==> src/hdl/atp_pkg.sv <==
// Shared types, widths and the arctangent table for the tilt angle pipeline.
package atp_pkg;

  localparam int RootWidth   = 32;
  localparam int RemWidth    = 2 * RootWidth;
  localparam int GuardBits   = 26;
  localparam int CordicWidth = 62;
  localparam int AngleWidth  = 29;
  localparam int AngleFrac   = 13;
  localparam int OutWidth    = 15;
  localparam int AngleLimit  = 11520;
  localparam int TableLen    = 24;

  localparam logic signed [AngleWidth-1:0] ATAN_TBL [TableLen] = '{
    29'sd47185920, 29'sd27855475, 29'sd14718068, 29'sd7471121, 29'sd3750058,
    29'sd1876857, 29'sd938658, 29'sd469357, 29'sd234682, 29'sd117342,
    29'sd58671, 29'sd29335, 29'sd14668, 29'sd7334, 29'sd3667, 29'sd1833,
    29'sd917, 29'sd458, 29'sd229, 29'sd115, 29'sd57, 29'sd29, 29'sd14, 29'sd7
  };

  typedef struct packed {
    logic zero;
    logic dz_roll;
    logic dz_pitch;
    logic neg_roll;
    logic neg_pitch;
  } tag_t;

  typedef struct packed {
    logic [RemWidth-1:0]           rem;
    logic [RootWidth-1:0]          root;
    logic signed [CordicWidth-1:0] y0;
  } sq_lane_t;

  typedef struct packed {
    logic signed [CordicWidth-1:0] x;
    logic signed [CordicWidth-1:0] y;
    logic signed [AngleWidth-1:0]  z;
  } cr_lane_t;

endpackage

==> src/hdl/atp_cordic_cell.sv <==
// One vectoring CORDIC rotation for both angle lanes.
module atp_cordic_cell
  import atp_pkg::*;
#(
  parameter int STEP = 0
) (
  input  logic           clk,
  input  logic           rst,
  input  logic           en,
  input  logic           in_valid,
  input  tag_t           in_tag,
  input  cr_lane_t [1:0] in_lane,
  output logic           out_valid,
  output tag_t           out_tag,
  output cr_lane_t [1:0] out_lane
);

  cr_lane_t [1:0] lane_next;

  always_comb begin
    logic signed [CordicWidth-1:0] dx;
    logic signed [CordicWidth-1:0] dy;
    for (int l = 0; l < 2; l++) begin
      dx = in_lane[l].y >>> STEP;
      dy = in_lane[l].x >>> STEP;
      if (!in_lane[l].y[CordicWidth-1]) begin
        lane_next[l].x = in_lane[l].x + dx;
        lane_next[l].y = in_lane[l].y - dy;
        lane_next[l].z = in_lane[l].z + ATAN_TBL[STEP];
      end else begin
        lane_next[l].x = in_lane[l].x - dx;
        lane_next[l].y = in_lane[l].y + dy;
        lane_next[l].z = in_lane[l].z - ATAN_TBL[STEP];
      end
    end
  end

  always_ff @(posedge clk) begin
    if (rst) begin
      out_valid <= 1'b0;
    end else if (en) begin
      out_valid <= in_valid;
    end
  end

  always_ff @(posedge clk) begin
    if (en) begin
      out_tag  <= in_tag;
      out_lane <= lane_next;
    end
  end

endmodule

==> config.mk <==
export PLATFORM = sky130hd
export DESIGN_NAME = atp_cordic_cell
export DESIGN_NICKNAME = d
export VERILOG_FILES = /design/src/hdl/atp_pkg.sv /design/src/hdl/atp_cordic_cell.sv
export SDC_FILE = /design/constraint.sdc
export NUM_CORES = 1
export LEC_CHECK = 0
export BUFFER_PORTS_ARGS = -buffer_cell sky130_fd_sc_hd__buf_4
export CAP_MARGIN = 20
export CORE_UTILIZATION = 45
export CTS_CLUSTER_DIAMETER = 200
export DETAILED_ROUTE_END_ITERATION = 8
export PLACE_DENSITY = 0.67
export SETUP_SLACK_MARGIN = 0.02
export SKIP_LAST_GASP = 1
export SLEW_MARGIN = 10
export SYNTH_ARGS = -nofsm -noshare
export SYNTH_HDL_FRONTEND = slang
export SYNTH_SLANG_ARGS = --single-unit
==> constraint.sdc <==
create_clock -name clk -period 4.1 [get_ports clk]
set_input_delay 0.41 -clock clk [delete_from_list [all_inputs] [get_ports clk]]
set_output_delay 0.41 -clock clk [all_outputs]
set_load 0.02 [all_outputs]
==> results.sh, run 1 <==
export IMPL_grt_overflow_total=0
export IMPL_cp_max_fo=5
export IMPL_leakage_nw=19.6
export IMPL_syn2layout_area_growth_pct=30.9
export IMPL_synth_nets=4717
export IMPL_holdCritPathClass="in2reg"
export IMPL_period_needed_ns=3.90
export IMPL_routed_via_density=5.87
export IMPL_yosys_area_top_type_share_pct=28.2
export IMPL_worstMarginPinSlew_ns=0.879
export IMPL_final_cells=5936
export IMPL_antenna_found_initial=20
export IMPL_hpwl_um=111000
export IMPL_synth_avg_cell_area_um2=8.27
export IMPL_rsz0062_at_grt="false"
export IMPL_start_util_pct=45.7
export IMPL_slew_headroom_pct=41.4
export IMPL_numCtsBuffers=39
export IMPL_grt_use_total_pct=35.0
export IMPL_fmax_ghz=0.256
export IMPL_fp_dieW_um=273
export IMPL_clkSinkCount=310
export IMPL_power_density_nw_per_um2=335
export IMPL_async_reset_ff_share_pct=0
export IMPL_ys_seq_elements=310
export IMPL_yosysUniqueCellTypes=87
export IMPL_crit_arrival_ns=4.22
export IMPL_final_antenna_net_count=0
export IMPL_drv_slew=0
export IMPL_wl_per_cell_um=22.9
export IMPL_maxCapViolCount=0
export IMPL_die_y_um=273
export IMPL_clock_path_buffers=3
export IMPL_firstDrtPassIters=6
export IMPL_yosys_top_cells_area="edfxtp_1 (28%), ha_1 (16%), a21oi_1 (8.4%)"
export IMPL_hold_slack_ns=0.0366
export IMPL_drt_initial_drc_count=3855
export IMPL_setup_violations=0
export IMPL_synth_ff_type="edfxtp_1"
export IMPL_grt_pass1_vias=33029
export IMPL_multi_input_area_um2=21400
export IMPL_yosysWarningCount=0
export IMPL_critPathLaunchType="input pin"
export IMPL_vias=34846
export IMPL_synth_seq_area_share_pct=28.2
export IMPL_synth_common_cells="a21oi_1 (551), ha_1 (412), inv_1 (392)"
export IMPL_fill_cells=6605
export IMPL_syn_area_um2=32900
export IMPL_num_io_pins=627
export IMPL_critical_path_class="in2reg"
export IMPL_die_area_um2=74300
export IMPL_cts_root_buf="clkbuf_16"
export IMPL_grt_max_degree=154
export IMPL_peakVddDrop_mv=0.370
export IMPL_fin_worst_skew_ns=0
export IMPL_synth_edf_count=309
export IMPL_cts_tree="done"
export IMPL_status="complete, no violations"
export IMPL_seq_area_um2=9300
export IMPL_yosys_area_top_type="edfxtp_1"
export IMPL_place_inst=5810
export IMPL_htreeDepth=2
export IMPL_drive_above_1_share_pct=23.1
export IMPL_io_buffers=626
export IMPL_post_route_period_util_pct=95.1
export IMPL_end_kind="flip-flop"
export IMPL_drt_wl_total_um=136000
export IMPL_hold_viol_final=0
export IMPL_clkLatencyLatePin_ns=0.56
export IMPL_cts_clk_slew_worst_paths_ns=0.06
export IMPL_core_um2=72000
export IMPL_nets=5677
export IMPL_drc=0
export IMPL_globalplace_congestion=1.01
export IMPL_synth_cells=3982
export IMPL_worst_endpoint_required_ns=4.42
export IMPL_rrSetupSlack_ns=3.51
export IMPL_grt_first_pass_wirelength_um=201000
export IMPL_rows=98
export IMPL_synth_most_common_cell="a21oi_1"
[kinds of logic (layout without fill, tap and decap cells)]
kind of cell	after synthesis	count (layout)	synth area share (%)
AO/OA/AOI/OAI	1415	1415	26.7
multiplexers	62	62	1.90
other	0	15	0
XOR/XNOR	256	256	6.81
AND/OR/NAND/NOR	939	939	13.6
buffers and inverters	580	1569	6.67
adder cells (fa/ha/maj)	420	420	16.1
flip-flops	310	310	28.2
[sequential cells by signal, indices dropped and copies added (netlist names)]
signal	flops
out_lane	304
out_tag	5
out_valid	1
[layer usage]
metal | vias up | part of all wire, % | track usage [%]
met5 | - | 0.058 | 0
li1 | 16306 | - | -
met3 | 240 | 10 | 7.28
met4 | 12 | 3.1 | 11.3
met2 | 1867 | 44 | 53.8
met1 | 16421 | 43 | 48.9
[report_power, final]
part           switching [W]  total, W  internal [W]
registers           0.000206   0.00438       0.00418
clock network        0.00145   0.00343       0.00198
logic                0.00396   0.00663       0.00267
total                0.00562    0.0144       0.00882
[worst max-delay path, stage by stage]
cell,delay (ns)
buf_4,0.12
ha_1,0.21
fa_1,0.42
nor2b_1,0.18
o221ai_1,0.19
buf_4,0.16
a311oi_1,0.17
a311oi_2,0.52
a211oi_1,0.30
a21o_1,0.29
a31o_1,0.26
a41o_1,0.28
a221o_1,0.38
a21bo_1,0.21
xnor2_1,0.12
[stage by stage]
stage | area (um2) | util, % | power (W) | TNS, ns | setup WS [ns]
2_1_floorplan | 32900 | - | 0.00788 | 0 | 0.379
6_report | 43100 | 59.9 | 0.0144 | 0 | 0.200
4_1_cts | 43000 | 59.8 | 0.0144 | 0 | 0.299
5_1_grt | 43100 | 59.9 | 0.0150 | 0 | 0.0792
3_3_place_gp | 41400 | 57.5 | 0.0109 | -0.653 | -0.193
3_5_place_dp | 41400 | 57.5 | 0.0109 | -2.40 | -0.308
[timing repair]
action                                 CTS  global route
setup buffers                            0             0
setup endpoints to repair                0             1
gates resized for setup                  0             1
hold buffers                            41             0
endpoints found under the hold margin   41             0
[worst paths after layout]
path / cells past startpoint / startpoint / end
max reg2reg: 2 / out_valid / out_valid
max: 15 / in_lane[29] / out_lane[89]
min reg2reg: 2 / out_valid / out_valid
min: 1 / in_lane[16] / out_lane[16]
[cell usage in the layout (no fill, tap or decap), types with 12 or more instances in the layout]
cell type      instances
buf_4               1043
a21oi_1              551
ha_1                 412
inv_1                392
edfxtp_1             309
nor2_1               295
o21ai_0              284
xnor2_1              238
nand2_1              229
o21bai_1             106
a21o_1                81
nor3_1                74
o31ai_1               65
nand3_1               64
nand4_1               61
mux2i_1               57
nor4_1                43
nor2b_1               41
a211oi_1              41
dlygate4sd3_1         41
clkbuf_16             40
nand2b_1              39
o21a_1                36
a31oi_1               32
o211ai_1              23
clkinv_1              21
or3_1                 19
xor2_1                18
diode_2               15
o22ai_1               13
a211o_1               13
and2_1                12
a2111oi_0             12
[layout make-up]
| type | instances | share of cell area (%) |
|---|---|---|
| Multi-Input combinational cell | 3092 | 49.8 |
| Sequential cell | 310 | 21.6 |
| Timing Repair Buffer | 1090 | 19.4 |
| Inverter | 409 | 3.56 |
| Tap cell | 950 | 2.76 |
| Clock buffer | 47 | 2.38 |
| Clock inverter | 23 | 0.482 |
| Antenna cell | 15 | 0.0871 |
(Power assumes the default switching activity.)
==> run 2, diff against run 1 <==
--- a/config.mk
+++ b/config.mk
@@ -7,6 +7,7 @@
 export LEC_CHECK = 0
 export BUFFER_PORTS_ARGS = -buffer_cell sky130_fd_sc_hd__buf_4
 export CAP_MARGIN = 20
+export CORE_ASPECT_RATIO = 1.5
 export CORE_UTILIZATION = 45
 export CTS_CLUSTER_DIAMETER = 200
 export DETAILED_ROUTE_END_ITERATION = 8
==> results.sh, run 2 (synthesized netlist as in run 1, its figures left out) <==
export IMPL_postCtsSetupRepairBufs=0
export IMPL_wl_per_cell_um=25.9
export IMPL_io_buffers=626
export IMPL_grt_use_total_pct=40.1
export IMPL_peakVddDrop_mv=0.316
export IMPL_clock_path_buffers=3
export IMPL_status="complete, no violations"
export IMPL_die_area_um2=74300
export IMPL_core_um2=72500
export IMPL_setup_ws_ns=0.0607
export IMPL_endpoint="out_lane[84]"
export IMPL_worst_endpoint_required_ns=4.43
export IMPL_timing_rr_start="out_valid"
export IMPL_cts_tree="done"
export IMPL_slew_headroom_pct=34.9
export IMPL_leakage_nw=19.9
export IMPL_fp_dieW_um=223
export IMPL_hold_viol_final=0
export IMPL_routed_via_density=5.97
export IMPL_holdCritPathClass="in2reg"
export IMPL_path_cells="buf_4, inv_1, ha_1, nand2_1, nor4_1, buf_4, nand2_1, o211a_1, a21oi_1, a311oi_1, buf_4, o311a_1, o31ai_1, buf_4, nor2b_1, o31ai_1, xnor2_1"
export IMPL_path_buf_inv=5
export IMPL_globalplace_congestion=1.04
export IMPL_slowest_delay_ns=0.70
export IMPL_clkLatencyLatePin_ns=0.59
export IMPL_die_y_um=333
export IMPL_fin_worst_skew_ns=0
export IMPL_drt_initial_drc_count=2854
export IMPL_cp_slowest_cell="nor4_1"
export IMPL_grt_first_pass_wirelength_um=223000
export IMPL_rows=121
export IMPL_highest_layer="met5"
export IMPL_rrSetupSlack_ns=3.50
export IMPL_cts_clk_slew_worst_paths_ns=0.06
export IMPL_drv_slew=0
export IMPL_period_needed_ns=4.04
export IMPL_rsz0062_at_grt="false"
export IMPL_cpMostUsedCell="buf_4"
export IMPL_ctsHoldBuffers=45
export IMPL_cp_max_fo=3
export IMPL_numCtsBuffers=36
export IMPL_critPathLaunchType="input pin"
export IMPL_met2_length_um=78200
export IMPL_maxCapViolCount=0
export IMPL_final_antenna_net_count=0
export IMPL_num_io_pins=627
export IMPL_post_route_period_util_pct=98.5
export IMPL_drive_above_1_share_pct=24.0
export IMPL_grt_overflow_total=0
export IMPL_start_util_pct=45.4
export IMPL_clkSinkCount=310
export IMPL_dr_wl_met3_um=10000
export IMPL_critPathLaunch="in_lane[45]"
export IMPL_hold_slack_ns=0.0656
export IMPL_worstMarginPinSlew_ns=0.971
export IMPL_drc=0
export IMPL_grt_pass1_vias=35875
export IMPL_largest_register="out_lane"
export IMPL_crit_arrival_ns=4.37
export IMPL_syn2layout_area_growth_pct=32.0
export IMPL_nets=5738
export IMPL_drt_wl_total_um=154000
export IMPL_htreeDepth=2
export IMPL_hpwl_um=128000
export IMPL_drt_met1_wl_um=53900
export IMPL_largest_reg_flops=304
export IMPL_reg_largest_list="out_lane x304, out_tag x5, out_valid x1"
export IMPL_power_density_nw_per_um2=335
export IMPL_firstDrtPassIters=8
export IMPL_vias=35581
export IMPL_dp_slack_ns=-0.384
export IMPL_critPathTopFamily="compound AO/OA/AOI/OAI gates"
export IMPL_cts_root_buf="clkbuf_16"
export IMPL_final_setup_tns_ns=0
export IMPL_fmax_ghz=0.248
export IMPL_grt_max_degree=142
export IMPL_setup_violations=0
export IMPL_crit_cells=17
export IMPL_final_common_cell="buf_4"
export IMPL_critical_path_class="in2reg"
export IMPL_cts_resized=0
export IMPL_antenna_found_initial=9
export IMPL_final_cell_mix="buf_4 (1,101), a21oi_1 (551), ha_1 (412)"
export IMPL_r2r_cells=2
export IMPL_end_kind="flip-flop"
export IMPL_worstReg2RegEnd="out_valid"
export IMPL_fin_util_pct=59.9
-- run 2: changes by cell type in the layout (fill, tap and decap cells not counted), moves of 4 or more --
cell / before / now
diode_2: 15 / 6
dlygate4sd3_1: 41 / 46
clkinv_1: 21 / 17
buf_4: 1043 / 1101
-- run 2: worst reg2reg max path: cells and delay by family, from the launching register on --
family / cells / cell delay, ns
flip-flops: 1 / 0.31
multiplexers: 1 / 0.13
AND/OR/NAND/NOR: 1 / 0.05
-- run 2: cell type report --
type / count / area [um2]
repair buffers: 1154 / 8860
clock buffers: 43 / 970
diodes: 6 / 15.0
fillers: 6658 / 29100
well taps: 922 / 1150
multi-input cells: 3092 / 21400
clock inverters: 21 / 183
flip-flops and latches: 310 / 9300
inverters: 409 / 1540
-- run 2: stage by stage --
stage / area (um2) / cells / total power [W]
6_report: 43500 / 5957 / 0.0146
5_1_grt: 43500 / 5954 / 0.0151
4_1_cts: 43400 / 5950 / 0.0145
3_5_place_dp: 41800 / 5841 / 0.0111
3_3_place_gp: 41800 / 5841 / 0.0111
2_1_floorplan: 32900 / 3982 / 0.00788
-- run 2: report_power, final --
group / internal (W) / total, W / switching [W] / leakage (nW)
logic: 0.00272 / 0.00685 / 0.00412 / 16.3
clock network: 0.00183 / 0.00331 / 0.00148 / 0.556
registers: 0.00418 / 0.00442 / 0.000242 / 3.03
total: 0.00873 / 0.0146 / 0.00584 / 19.9
-- run 2: layer usage --
layer	GRT usage, %	vias up
met5	0	-
met4	27.9	6
met3	7.07	527
met2	73.5	1729
met1	41.1	16913
li1	-	16406
-- run 2: how the worst min path moves through the flow --
stage / from / end / slack (ns) / cells after the start
after CTS: in_lane[16] / out_lane[16] / 0.001 / 1
after global routing: in_valid / out_valid / 0.07 / 3
after global placement: out_valid / out_valid / 0.47 / 2
final: in_valid / out_valid / 0.07 / 3
after floorplan: rst / out_valid / 0.48 / 1
after detailed placement: out_valid / out_valid / 0.50 / 2
