File: config.mk
export PLATFORM = sky130hd
export DESIGN_NAME = atp_sqrt_cell
export DESIGN_NICKNAME = d
export VERILOG_FILES = /design/src/hdl/atp_pkg.sv /design/src/hdl/atp_sqrt_cell.sv
export SDC_FILE = /design/constraint.sdc
export NUM_CORES = 1
export LEC_CHECK = 0
export BUFFER_PORTS_ARGS = -buffer_cell sky130_fd_sc_hd__buf_4
export CELL_PAD_IN_SITES_DETAIL_PLACEMENT = 0
export CELL_PAD_IN_SITES_GLOBAL_PLACEMENT = 2
export CORE_ASPECT_RATIO = 0.5
export CORE_MARGIN = 5
export CORE_UTILIZATION = 30
export CTS_CLUSTER_DIAMETER = 50
export DETAILED_ROUTE_END_ITERATION = 8
export GPL_TIMING_DRIVEN = 0
export MAX_ROUTING_LAYER = met4
export PLACE_DENSITY_LB_ADDON = 0.1
export REMOVE_ABC_BUFFERS = 1
export SYNTH_ARGS = -nofsm -noshare
export SYNTH_HDL_FRONTEND = slang
export SYNTH_SLANG_ARGS = --single-unit
File: constraint.sdc
create_clock -name clk -period 4.6 [get_ports clk]
set_clock_uncertainty 0.15 [all_clocks]
set_input_delay 0.69 -clock clk [delete_from_list [all_inputs] [get_ports clk]]
set_output_delay 0.69 -clock clk [all_outputs]
set_load 0.01 [all_outputs]
File: src/hdl/atp_pkg.sv
// Shared types, widths and the arctangent table for the tilt angle pipeline.
package atp_pkg;

  localparam int RootWidth   = 32;
  localparam int RemWidth    = 2 * RootWidth;
  localparam int GuardBits   = 26;
  localparam int CordicWidth = 62;
  localparam int AngleWidth  = 29;
  localparam int AngleFrac   = 13;
  localparam int OutWidth    = 15;
  localparam int AngleLimit  = 11520;
  localparam int TableLen    = 24;

  localparam logic signed [AngleWidth-1:0] ATAN_TBL [TableLen] = '{
    29'sd47185920, 29'sd27855475, 29'sd14718068, 29'sd7471121, 29'sd3750058,
    29'sd1876857, 29'sd938658, 29'sd469357, 29'sd234682, 29'sd117342,
    29'sd58671, 29'sd29335, 29'sd14668, 29'sd7334, 29'sd3667, 29'sd1833,
    29'sd917, 29'sd458, 29'sd229, 29'sd115, 29'sd57, 29'sd29, 29'sd14, 29'sd7
  };

  typedef struct packed {
    logic zero;
    logic dz_roll;
    logic dz_pitch;
    logic neg_roll;
    logic neg_pitch;
  } tag_t;

  typedef struct packed {
    logic [RemWidth-1:0]           rem;
    logic [RootWidth-1:0]          root;
    logic signed [CordicWidth-1:0] y0;
  } sq_lane_t;

  typedef struct packed {
    logic signed [CordicWidth-1:0] x;
    logic signed [CordicWidth-1:0] y;
    logic signed [AngleWidth-1:0]  z;
  } cr_lane_t;

endpackage

File: src/hdl/atp_sqrt_cell.sv
// One root bit of the pipelined integer square root, for both angle lanes.
module atp_sqrt_cell
  import atp_pkg::*;
#(
  parameter int BIT = 31
) (
  input  logic           clk,
  input  logic           rst,
  input  logic           en,
  input  logic           in_valid,
  input  tag_t           in_tag,
  input  sq_lane_t [1:0] in_lane,
  output logic           out_valid,
  output tag_t           out_tag,
  output sq_lane_t [1:0] out_lane
);

  sq_lane_t [1:0] lane_next;

  always_comb begin
    logic [RemWidth:0] trial;
    lane_next = in_lane;
    for (int l = 0; l < 2; l++) begin
      trial = ({{(RemWidth + 1 - RootWidth){1'b0}}, in_lane[l].root} << (BIT + 1))
              + ((RemWidth + 1)'(1) << (2 * BIT));
      if ({1'b0, in_lane[l].rem} >= trial) begin
        lane_next[l].rem  = in_lane[l].rem - trial[RemWidth-1:0];
        lane_next[l].root = in_lane[l].root | (RootWidth'(1) << BIT);
      end
    end
  end

  always_ff @(posedge clk) begin
    if (rst) begin
      out_valid <= 1'b0;
    end else if (en) begin
      out_valid <= in_valid;
    end
  end

  always_ff @(posedge clk) begin
    if (en) begin
      out_tag  <= in_tag;
      out_lane <= lane_next;
    end
  end

endmodule

==> impl_metrics.env, run 1 <==
export IMPL_drc=0
export IMPL_clk_path_buf_depth=3
export IMPL_cts_tree="yes"
export IMPL_ff_latch_area_sq_um=9660
export IMPL_avgSynthCellArea_sq_um=13.7
export IMPL_end_kind="register"
export IMPL_cp_max_fo=19
export IMPL_postCtsHoldBufs=0
export IMPL_synth_edf_count=321
export IMPL_finalWeightedCongestion=0.845
export IMPL_grt_pass1_vias=11400
export IMPL_rsz0062_at_grt="no"
export IMPL_worst_pin_slew_ps=864
export IMPL_avgViaCountPerCell=4.66
export IMPL_synth_top_cell_by_area="edfxtp_1"
export IMPL_crit_family="simple AND/OR/NAND/NOR gates"
export IMPL_dieWidth_microns=320
export IMPL_layout_drive_gt1_share=0.420
export IMPL_cts_made_buffers=34
export IMPL_grt_overflow=0
export IMPL_min_period_ps=4240
export IMPL_slew_headroom=0.424
export IMPL_grtUsageTotal=0.189
export IMPL_synth_warning_count=0
export IMPL_slowest_stage="nor3b_4"
export IMPL_critPathMaxStageDelay_ps=750
export IMPL_clkTransAtPathRegs_ps=60
export IMPL_tns_ps=0
export IMPL_rows=56
export IMPL_clock_root_buffer="clkbuf_16"
export IMPL_synthTopCellsByArea="edfxtp_1 (67%), ha_1 (5.7%), o21ai_0 (3.2%)"
export IMPL_clock_latency_ps=530
export IMPL_yosysTopAreaCellShare=0.667
export IMPL_yosysUniqueCellTypes=65
export IMPL_p_leak_uw=0.00917
export IMPL_power_density_nw_per_um2=378
export IMPL_grt_max_degree=101
export IMPL_die_h_microns=165
export IMPL_dpl_cell_area_sq_um=20100
export IMPL_antenna_found_initial=0
export IMPL_vdd_drop_max_mv=0.206
export IMPL_ant_nets=0
export IMPL_design_power_total_uw=8020
export IMPL_synth_cells=1057
export IMPL_hp_class="primary input to register"
export IMPL_ys_seq_area_frac=0.668
export IMPL_portBuffers=646
export IMPL_path_buf_inv=3
export IMPL_die_area_sq_um=52900
export IMPL_core_sq_um=47200
export IMPL_drv_slew=0
export IMPL_critPathLaunchType="primary input"
export IMPL_ys_flop_type="edfxtp_1"
export IMPL_worst_ep_arrival_time_ps=4370
export IMPL_start_util=0.306
export IMPL_vias=11100
export IMPL_crit_chain="buf_4 > inv_1 > ha_1 > a21o_1 > a21o_1 > a2111oi_2 > nor3_1 > nor3_1 > nor3b_4 > or2_2 > buf_16 > mux2_2"
export IMPL_multiInputGateArea_sq_um=4350
export IMPL_ios=647
export IMPL_min_period_over_period=0.922
export IMPL_grt_pass1_wl_mm=72.9
export IMPL_syn_area_sq_um=14500
export IMPL_drt_iter0_drc=597
export IMPL_fillers=4443
export IMPL_finalHoldViolations=0
export IMPL_setup_viol=0
export IMPL_wl_per_cell_microns=21.6
export IMPL_firstDrtPassIters=5
export IMPL_clock_sinks=322
export IMPL_diodes=0
export IMPL_drt_wl_total_mm=51.4
export IMPL_cts_setup_buffers=0
export IMPL_crit_type="primary input to register"
export IMPL_post_dp_hpwl_mm=42.0
export IMPL_fmax_mhz=236
export IMPL_status="complete, no violations"
export IMPL_fin_area_sq_um=21200
export IMPL_finalNetCount=2110
export IMPL_cap_violations=0
export IMPL_synthArstFlopShare=0
export IMPL_cts_resized=0
export IMPL_cp_required_ps=4730
export IMPL_htreeDepth=2
export IMPL_ys_ff_latch=322
export IMPL_syn_to_final_growth_pct=46.8
export IMPL_pre_cts_slack_ps=-471
export IMPL_fin_ws_ps=359
-- placed cells by master, fill, tap and decap left out, types with 4 or more instances in the layout --
cell / count
a211oi_1: 7
a21boi_0: 4
a21o_1: 28
a21oi_1: 62
a31oi_1: 8
and2_1: 5
and3_1: 8
buf_16: 5
buf_4: 645
clkbuf_1: 5
clkbuf_16: 35
clkinv_1: 9
clkinv_2: 4
edfxtp_1: 321
ha_1: 66
inv_1: 85
mux2_2: 5
mux2_4: 13
nand2_1: 65
nand2b_1: 11
nand3_1: 23
nand4_1: 18
nor2_1: 33
nor2b_1: 9
nor3_1: 13
nor4_1: 14
o21a_1: 6
o21ai_0: 92
o21bai_1: 8
o31a_1: 4
o31ai_1: 11
or2_2: 5
or3_1: 4
or4_1: 4
xnor2_1: 28
xor2_1: 21
-- registers in the layout (all words and copies together), names as in the netlist --
| signal | cells |
|---|---|
| out_lane | 316 |
| out_valid | 1 |
| out_tag | 5 |
-- metrics by stage --
stage,hold WS [ps],util,std cells
2_1_floorplan,378,-,1029
3_3_place_gp,333,0.423,2313
3_5_place_dp,343,0.426,2319
4_1_cts,127,0.449,2380
5_1_grt,131,0.449,2380
6_report,155,0.449,2380
-- final timing paths --
kind | startpoint | end | slack [ps] | cells after the start
worst min register to register | out_valid | out_valid | 370 | 2
worst max register to register | out_valid | out_valid | 3860 | 2
worst max-delay path | in_lane[246] | out_lane[290] | 360 | 12
worst min-delay path | rst | out_valid | 150 | 2
-- Yosys cell counts (all sizes together), types with 3 or more instances --
master   number
o2111ai       3
o21a          6
or4           4
a2111oi       3
xor2         21
mux2         18
nor2b         9
nor3b         4
a31oi         8
and2          5
o22ai         3
nand2b       11
o31ai        12
a21o         28
clkbuf       21
edfxtp      321
or3           4
and3          8
o21bai        9
nand2        66
xnor2        28
nor2         33
a21boi        4
inv          85
a21oi        63
buf           7
mux2i         3
o21ai        93
nor3         13
a211oi        7
nand3        23
o211ai        3
nand4        18
ha           66
or2           5
o31a          4
nor4         14
-- cell families after synthesis --
kind of cell,share of synthesized area
xor+xnor,0.0297
buf+inv,0.0319
flops,0.668
fa+ha+maj,0.0599
mux,0.0195
simple gates,0.0805
compound gates,0.110
-- area by class of cell --
| cell class | count | share of cell area |
|---|---|---|
| clock buffer | 40 | 0.0422 |
| clock inverter | 21 | 0.00902 |
| inverter | 85 | 0.0150 |
| multi-input combinational | 622 | 0.205 |
| sequential | 322 | 0.455 |
| tap | 638 | 0.0376 |
| timing repair buffer | 652 | 0.236 |
-- worst register-to-register path: stages (launching register included) --
cell and delay (ps):
dfxtp_1 320, mux2i_1 130, nor2_1 50
-- layer usage --
metal / global-route usage / part of all wire / up-vias
li1: - / - / 5316
met1: 0.212 / 0.39 / 5430
met2: 0.345 / 0.54 / 279
met3: 0.0483 / 0.056 / 56
met4: 0.0412 / 0.019 / 0
met5: - / 0 / -
-- report_power, final --
part           switching (uW)  total [uW]  internal (uW)
clock                    1180        2750           1570
sequential               84.3        3630           3550
combinational             839        1630            795
(Power assumes the default switching activity.)
==> run 2, diff against run 1 <==
--- a/config.mk
+++ b/config.mk
@@ -12,5 +12,4 @@
 export CORE_MARGIN = 5
 export CORE_UTILIZATION = 30
-export CTS_CLUSTER_DIAMETER = 50
 export DETAILED_ROUTE_END_ITERATION = 8
 export GPL_TIMING_DRIVEN = 0
==> constraint.sdc (replaced) <==
create_clock -name clk -period 4.6 [get_ports clk]
set_clock_uncertainty 0.15 [all_clocks]
set_input_delay 0 -clock clk [delete_from_list [all_inputs] [get_ports clk]]
set_output_delay 0 -clock clk [all_outputs]
set_load 0.01 [all_outputs]
==> run 2 against run 1 <==
  * The flow now stops in clock tree synthesis (4_1_cts)
  * Area after synthesis stayed put
  * Synthesized cell count is the same
==> impl_metrics.env, run 2 <==
export IMPL_status="stopped before the end"
export IMPL_haltStage="clock tree synthesis (4_1_cts)"
export IMPL_tool_error="[ERROR RSZ-0060] Max buffer count reached."
export IMPL_synth_top_cell_by_area="edfxtp_1"
export IMPL_yosysTopAreaCellShare=0.667
export IMPL_cts_setup_buffers=0
export IMPL_finalWeightedCongestion=0.845
export IMPL_synth_common_cells="edfxtp_1 (321), o21ai_0 (92), inv_1 (85)"
export IMPL_synthTopCellsByArea="edfxtp_1 (67%), ha_1 (5.7%), o21ai_0 (3.2%)"
export IMPL_ios=647
export IMPL_clk_path_buf_depth=3
export IMPL_avgSynthCellArea_sq_um=13.7
export IMPL_syn_area_sq_um=14500
export IMPL_synth_warning_count=0
export IMPL_post_dp_hpwl_mm=42.0
export IMPL_cts_made_buffers=31
export IMPL_ys_flop_type="edfxtp_1"
export IMPL_clock_sinks=322
export IMPL_yosysUniqueCellTypes=65
export IMPL_clock_root_buffer="clkbuf_16"
export IMPL_die_h_microns=165
export IMPL_portBuffers=646
export IMPL_rows=56
export IMPL_postCtsHoldBufs=476
export IMPL_cts_resized=0
export IMPL_synthArstFlopShare=0
export IMPL_synth_edf_count=321
export IMPL_post_synth_top_count_cell="edfxtp_1"
export IMPL_htreeDepth=1
export IMPL_ys_ff_latch=322
export IMPL_start_util=0.306
export IMPL_dieWidth_microns=320
export IMPL_ys_seq_area_frac=0.668
export IMPL_synth_cells=1057
==> run 2: metrics by stage <==
stage | setup slack, ps | instance area (sq um) | hold slack (ps) | cells
after detailed placement | 219 | 20100 | 12.8 | 2319
after global placement | -524 | 20000 | 8.68 | 2313
after floorplan | 1050 | 14300 | -77.6 | 1029
==> run 2: logic make-up after synthesis <==
family          Yosys count  share of synthesized area
flops                   322                      0.668
compound gates          258                      0.110
simple gates            226                     0.0805
buf+inv                 113                     0.0319
fa+ha+maj                68                     0.0599
xor+xnor                 49                     0.0297
mux                      21                     0.0195
==> run 3, diff against run 2 <==
- CELL_PAD_IN_SITES_DETAIL_PLACEMENT: 0 -> not set
- CELL_PAD_IN_SITES_GLOBAL_PLACEMENT: 2 -> not set
- CORE_AREA: not set -> 5 5 247 249
- CORE_ASPECT_RATIO: 0.5 -> not set
- CORE_MARGIN: 5 -> not set
- CORE_UTILIZATION: 30 -> not set
- DIE_AREA: not set -> 0 0 252 254
- MAX_ROUTING_LAYER: met4 -> not set
- PLACE_DENSITY_LB_ADDON: 0.1 -> 0.15
==> run 3 against run 2 <==
  * The flow now finishes without violations
==> impl_metrics.env, run 3 (synthesized netlist as in run 1, its figures left out) <==
export IMPL_status="complete, no violations"
export IMPL_wl_per_cell_microns=20.1
export IMPL_ant_nets=0
export IMPL_r2r_slack_ps=3300
export IMPL_cp_required_ps=4750
export IMPL_syn_to_final_growth_pct=81.3
export IMPL_rsz0062_at_grt="no"
export IMPL_critPathLaunchType="primary input"
export IMPL_cp_max_fo=30
export IMPL_fin_ws_ps=268
export IMPL_cts_tree="yes"
export IMPL_drt_wl_total_mm=60.0
export IMPL_hold_ws_ps=32.6
export IMPL_grt_pass1_wl_mm=85.4
export IMPL_layout_drive_gt1_share=0.334
export IMPL_rows=89
export IMPL_critPathMaxStageDelay_ps=940
export IMPL_grt_pass1_vias=13800
export IMPL_grtUsageTotal=0.175
export IMPL_start_util=0.247
export IMPL_drc=0
export IMPL_drt_iter0_drc=727
export IMPL_clock_latency_ps=550
export IMPL_antenna_found_initial=8
export IMPL_r2r_start="out_valid"
export IMPL_drv_slew=0
export IMPL_finalNetCount=2573
export IMPL_vias=13100
export IMPL_multiInputGateArea_sq_um=4340
export IMPL_pre_cts_slack_ps=476
export IMPL_crit_chain="dlygate4sd3_1 > buf_4 > inv_1 > ha_1 > a21o_1 > a21o_1 > a2111oi_2 > nor3_1 > nor3_1 > nor3b_2 > or2_2 > buf_12 > o21ai_0 > dlygate4sd3_1"
export IMPL_min_period_ps=4330
export IMPL_p_leak_uw=0.0112
export IMPL_worst_ep_arrival_time_ps=4480
export IMPL_slowest_stage="nor3b_2"
export IMPL_cap_violations=0
export IMPL_reg2reg_to="out_valid"
export IMPL_min_to="out_lane[258]"
export IMPL_cts_resized=0
export IMPL_setup_viol=0
export IMPL_min_period_over_period=0.942
export IMPL_slew_headroom=0.235
export IMPL_core_sq_um=58500
export IMPL_vdd_drop_max_mv=0.248
export IMPL_htreeDepth=2
export IMPL_avgViaCountPerCell=4.37
export IMPL_die_area_sq_um=64000
export IMPL_end_kind="register"
export IMPL_grt_overflow=0
export IMPL_ff2ff_path_depth=3
export IMPL_clock_sinks=322
export IMPL_fmax_mhz=231
export IMPL_fillers=5359
export IMPL_final_cell_mix="buf_4 (645), dlygate4sd3_1 (457), edfxtp_1 (321)"
export IMPL_layout_commonest_cell="buf_4"
export IMPL_largest_reg_flops=316
export IMPL_firstDrtPassIters=5
export IMPL_cts_setup_buffers=0
export IMPL_grt_max_degree=109
export IMPL_post_dp_hpwl_mm=45.5
export IMPL_hp_class="primary input to register"
export IMPL_clk_path_buf_depth=3
export IMPL_ff_latch_area_sq_um=9660
export IMPL_power_density_nw_per_um2=338
export IMPL_worstHoldPathCells=2
export IMPL_top_register="out_lane"
export IMPL_worst_pin_slew_ps=1140
export IMPL_clkTransAtPathRegs_ps=60
export IMPL_dieWidth_microns=252
export IMPL_reg_top3="out_lane x316, out_tag x5, out_valid x1"
export IMPL_crit_type="primary input to register"
export IMPL_finalWeightedCongestion=0.850
export IMPL_portBuffers=646
export IMPL_hp_start="in_lane[258]"
export IMPL_clock_root_buffer="clkbuf_16"
export IMPL_finalHoldViolations=0
export IMPL_die_h_microns=254
export IMPL_cts_made_buffers=40
export IMPL_ios=647
run 3: timing repair:
action	4_1_cts	5_1_grt
endpoints found under the hold margin	380	1
hold buffers	456	1
endpoints found under the setup margin	0	0
run 3: worst max-delay path by stage:
stage	from	slack, ps	cells after the start	end
2_1_floorplan	in_lane[246]	1050	10	out_lane[288]
3_3_place_gp	in_lane[246]	-540	11	out_lane[290]
3_5_place_dp	in_lane[246]	480	12	out_lane[290]
4_1_cts	in_lane[246]	200	14	out_lane[296]
5_1_grt	in_lane[286]	30	13	out_lane[296]
6_report	in_lane[246]	270	14	out_lane[296]
run 3: final cells by class:
class	instances	share of cell area
diodes	6	0.000573
clock buffers	47	0.0400
clock inverters	25	0.0109
inverters	85	0.0122
multi-input cells	622	0.166
flip-flops and latches	322	0.369
well taps	773	0.0369
repair buffers	1109	0.365
run 3: routing by layer:
layer	vias up	share of wire	GRT usage
met3	87	0.080	0.0518
met5	-	0.00057	0
met2	457	0.51	0.319
met1	6260	0.38	0.200
li1	6255	-	-
met4	4	0.025	0.0493
run 3: critical path, delay by kind of cell:
| family | cells | cell delay [ps] |
|---|---|---|
| and+or+nand+nor | 4 | 1640 |
| buffers and inverters | 5 | 1500 |
| AOI/OAI and AO/OA | 4 | 950 |
| adders and majority gates | 1 | 380 |
run 3: stage by stage:
| step | instances | total power [uW] | cell area (sq um) | TNS [ps] | utilization |
|---|---|---|---|---|---|
| global placement | 2448 | 5340 | 20100 | -14360 | 0.344 |
| detailed placement | 2454 | 5360 | 20300 | 0 | 0.347 |
| floorplan | 1029 | 4380 | 14300 | 0 | - |
| finish | 2989 | 8870 | 26200 | 0 | 0.448 |
| CTS | 2982 | 9000 | 26200 | 0 | 0.448 |
| global route | 2989 | 9280 | 26200 | 0 | 0.448 |
run 3: power breakdown:
part           switching [uW]  internal [uW]  total [uW]
Combinational             942           1050        1990
Clock                    1310           1930        3240
Sequential               86.5           3550        3640
==> run 4, diff against run 3 <==
- ABC_AREA: not set -> 1
==> run 4 against run 3 <==
  * Combinational power grew 5%
  * Critical path depth shrank 1
  * Via count grew 17%
  * Die area is the same
  * Area after synthesis grew 12%
  * Routed wire length grew 2.4%
  * Synthesized cell count grew 63%
  * Core utilization grew 2.7 points
  * Sequential power is essentially flat
  * Non-clock buffer count shrank 15
==> impl_metrics.env, run 4 <==
export IMPL_avgViaCountPerCell=4.21
export IMPL_syn_area_sq_um=16200
export IMPL_min_period_ps=4250
export IMPL_setup_viol=0
export IMPL_grt_max_degree=125
export IMPL_drt_iter0_drc=683
export IMPL_p_leak_uw=0.0134
export IMPL_crit_family="simple AND/OR/NAND/NOR gates"
export IMPL_fmax_mhz=235
export IMPL_ant_nets=0
export IMPL_tns_ps=0
export IMPL_rsz0062_at_grt="no"
export IMPL_dieWidth_microns=252
export IMPL_grt_pass1_wl_mm=90.4
export IMPL_clk_path_buf_depth=3
export IMPL_synth_cells=1721
export IMPL_fillers=5470
export IMPL_slew_headroom=0.0667
export IMPL_power_density_nw_per_um2=324
export IMPL_grt_pass1_vias=16000
export IMPL_cts_setup_buffers=0
export IMPL_clock_sinks=322
export IMPL_post_synth_top_count_cell="nand2_1"
export IMPL_drt_wl_total_mm=61.4
export IMPL_finalWeightedCongestion=0.895
export IMPL_min_period_over_period=0.923
export IMPL_ios=647
export IMPL_hp_class="primary input to register"
export IMPL_die_area_sq_um=64000
export IMPL_slowest_stage="nand2_1"
export IMPL_cp_max_fo=35
export IMPL_htreeDepth=2
export IMPL_wl_per_cell_microns=16.8
export IMPL_clock_latency_ps=530
export IMPL_final_cell_mix="buf_4 (645), nand2_1 (611), dlygate4sd3_1 (446)"
export IMPL_synth_warning_count=0
export IMPL_synth_edf_count=321
export IMPL_status="complete, no violations"
export IMPL_start_util=0.277
export IMPL_avgSynthCellArea_sq_um=9.40
export IMPL_ys_seq_area_frac=0.597
export IMPL_layout_drive_gt1_share=0.256
export IMPL_ys_ff_latch=322
export IMPL_finalHoldViolations=0
export IMPL_portBuffers=646
export IMPL_grt_overflow=0
export IMPL_die_h_microns=254
export IMPL_crit_type="primary input to register"
export IMPL_worst_pin_slew_ps=1400
export IMPL_cts_tree="yes"
export IMPL_antenna_found_initial=2
export IMPL_end_kind="register"
export IMPL_clock_root_buffer="clkbuf_16"
export IMPL_critPathLaunchType="primary input"
export IMPL_postCtsHoldBufs=444
export IMPL_post_dp_hpwl_mm=45.4
export IMPL_cts_resized=0
export IMPL_critPathMaxStageDelay_ps=920
export IMPL_top_register="out_lane"
export IMPL_crit_chain="dlygate4sd3_1 > dlygate4sd3_1 > buf_4 > inv_1 > ha_1 > nand2_1 > nor2_1 > inv_2 > nor4_1 > nand2_1 > nand2_4 > nand3_1 > nand2_1"
export IMPL_drv_slew=0
export IMPL_ys_flop_type="edfxtp_1"
export IMPL_vdd_drop_max_mv=0.285
export IMPL_layout_commonest_cell="buf_4"
export IMPL_reg_top3="out_lane x316, out_tag x5, out_valid x1"
export IMPL_largest_reg_flops=316
export IMPL_finalNetCount=3232
export IMPL_cp_required_ps=4870
export IMPL_synth_top_cell_by_area="edfxtp_1"
export IMPL_crit_top_cell="nand2_1"
export IMPL_vias=15300
export IMPL_synth_common_cells="nand2_1 (611), edfxtp_1 (321), inv_1 (321)"
export IMPL_core_sq_um=58500
export IMPL_syn_to_final_growth_pct=71.7
export IMPL_cap_violations=0
export IMPL_path_buf_inv=5
export IMPL_rows=89
export IMPL_clkTransAtPathRegs_ps=60
export IMPL_yosysUniqueCellTypes=32
export IMPL_worst_ep_arrival_time_ps=4520
export IMPL_grtUsageTotal=0.181
export IMPL_cts_made_buffers=41
export IMPL_drc=0
export IMPL_firstDrtPassIters=4
export IMPL_yosysTopAreaCellShare=0.596
export IMPL_hold_ws_ps=33.8
export IMPL_synthTopCellsByArea="edfxtp_1 (60%), nand2_1 (14%), inv_1 (7.4%)"
export IMPL_synthArstFlopShare=0
run 4: cell type report:
cell class	count	area, sq um	share of cell area
diodes	2	5.00	0.000180
multi-input cells	1058	5190	0.187
inverters	322	1210	0.0435
clock inverters	29	283	0.0102
clock buffers	46	1090	0.0391
repair buffers	1094	9380	0.338
flip-flops and latches	322	9660	0.348
well taps	773	967	0.0348
run 4: final timing paths:
check	from	end	slack [ps]	depth (start not counted)
setup / recovery	in_lane[87]	out_lane[153]	350	13
hold / removal	in_lane[108]	out_lane[108]	30	2
setup reg to reg	out_valid	out_valid	3280	3
hold reg to reg	out_valid	out_valid	920	3
run 4: stage by stage:
step                setup slack (ps)  area (sq um)  total power, uW   util  cells
floorplan                       1850         16000             4480      -   1702
global placement                 446         21900             5470  0.374   3121
detailed placement               739         21900             5480  0.375   3123
CTS                              765         27800             9150  0.475   3642
global route                     162         27800             9470  0.475   3645
finish                           352         27800             9000  0.475   3646
run 4: power breakdown:
part           switching (uW)  internal [uW]
clock network            1300           1990
registers                80.8           3550
logic                    1070           1020
run 4: metal layers:
| metal | part of all wire | up-vias | GRT usage | wire (microns) |
|---|---|---|---|---|
| li1 | - | 7748 | - | - |
| met1 | 0.39 | 7080 | 0.205 | 23800 |
| met2 | 0.53 | 407 | 0.339 | 32800 |
| met3 | 0.048 | 99 | 0.0373 | 2970 |
| met4 | 0.030 | 0 | 0.0575 | 1820 |
| met5 | 0 | - | 0 | 0 |
run 4: kinds of logic (layout without fill, tap and decap cells):
kind of cell	count (synthesis)	count (layout)	synth area share
other	0	2	0
flip-flops	322	322	0.597
multiplexers	1	1	0.000619
buffers and inverters	341	1491	0.0827
XOR/XNOR	28	28	0.0152
AND/OR/NAND/NOR	913	913	0.235
adder cells (fa/ha/maj)	68	68	0.0535
AO/OA/AOI/OAI	48	48	0.0155
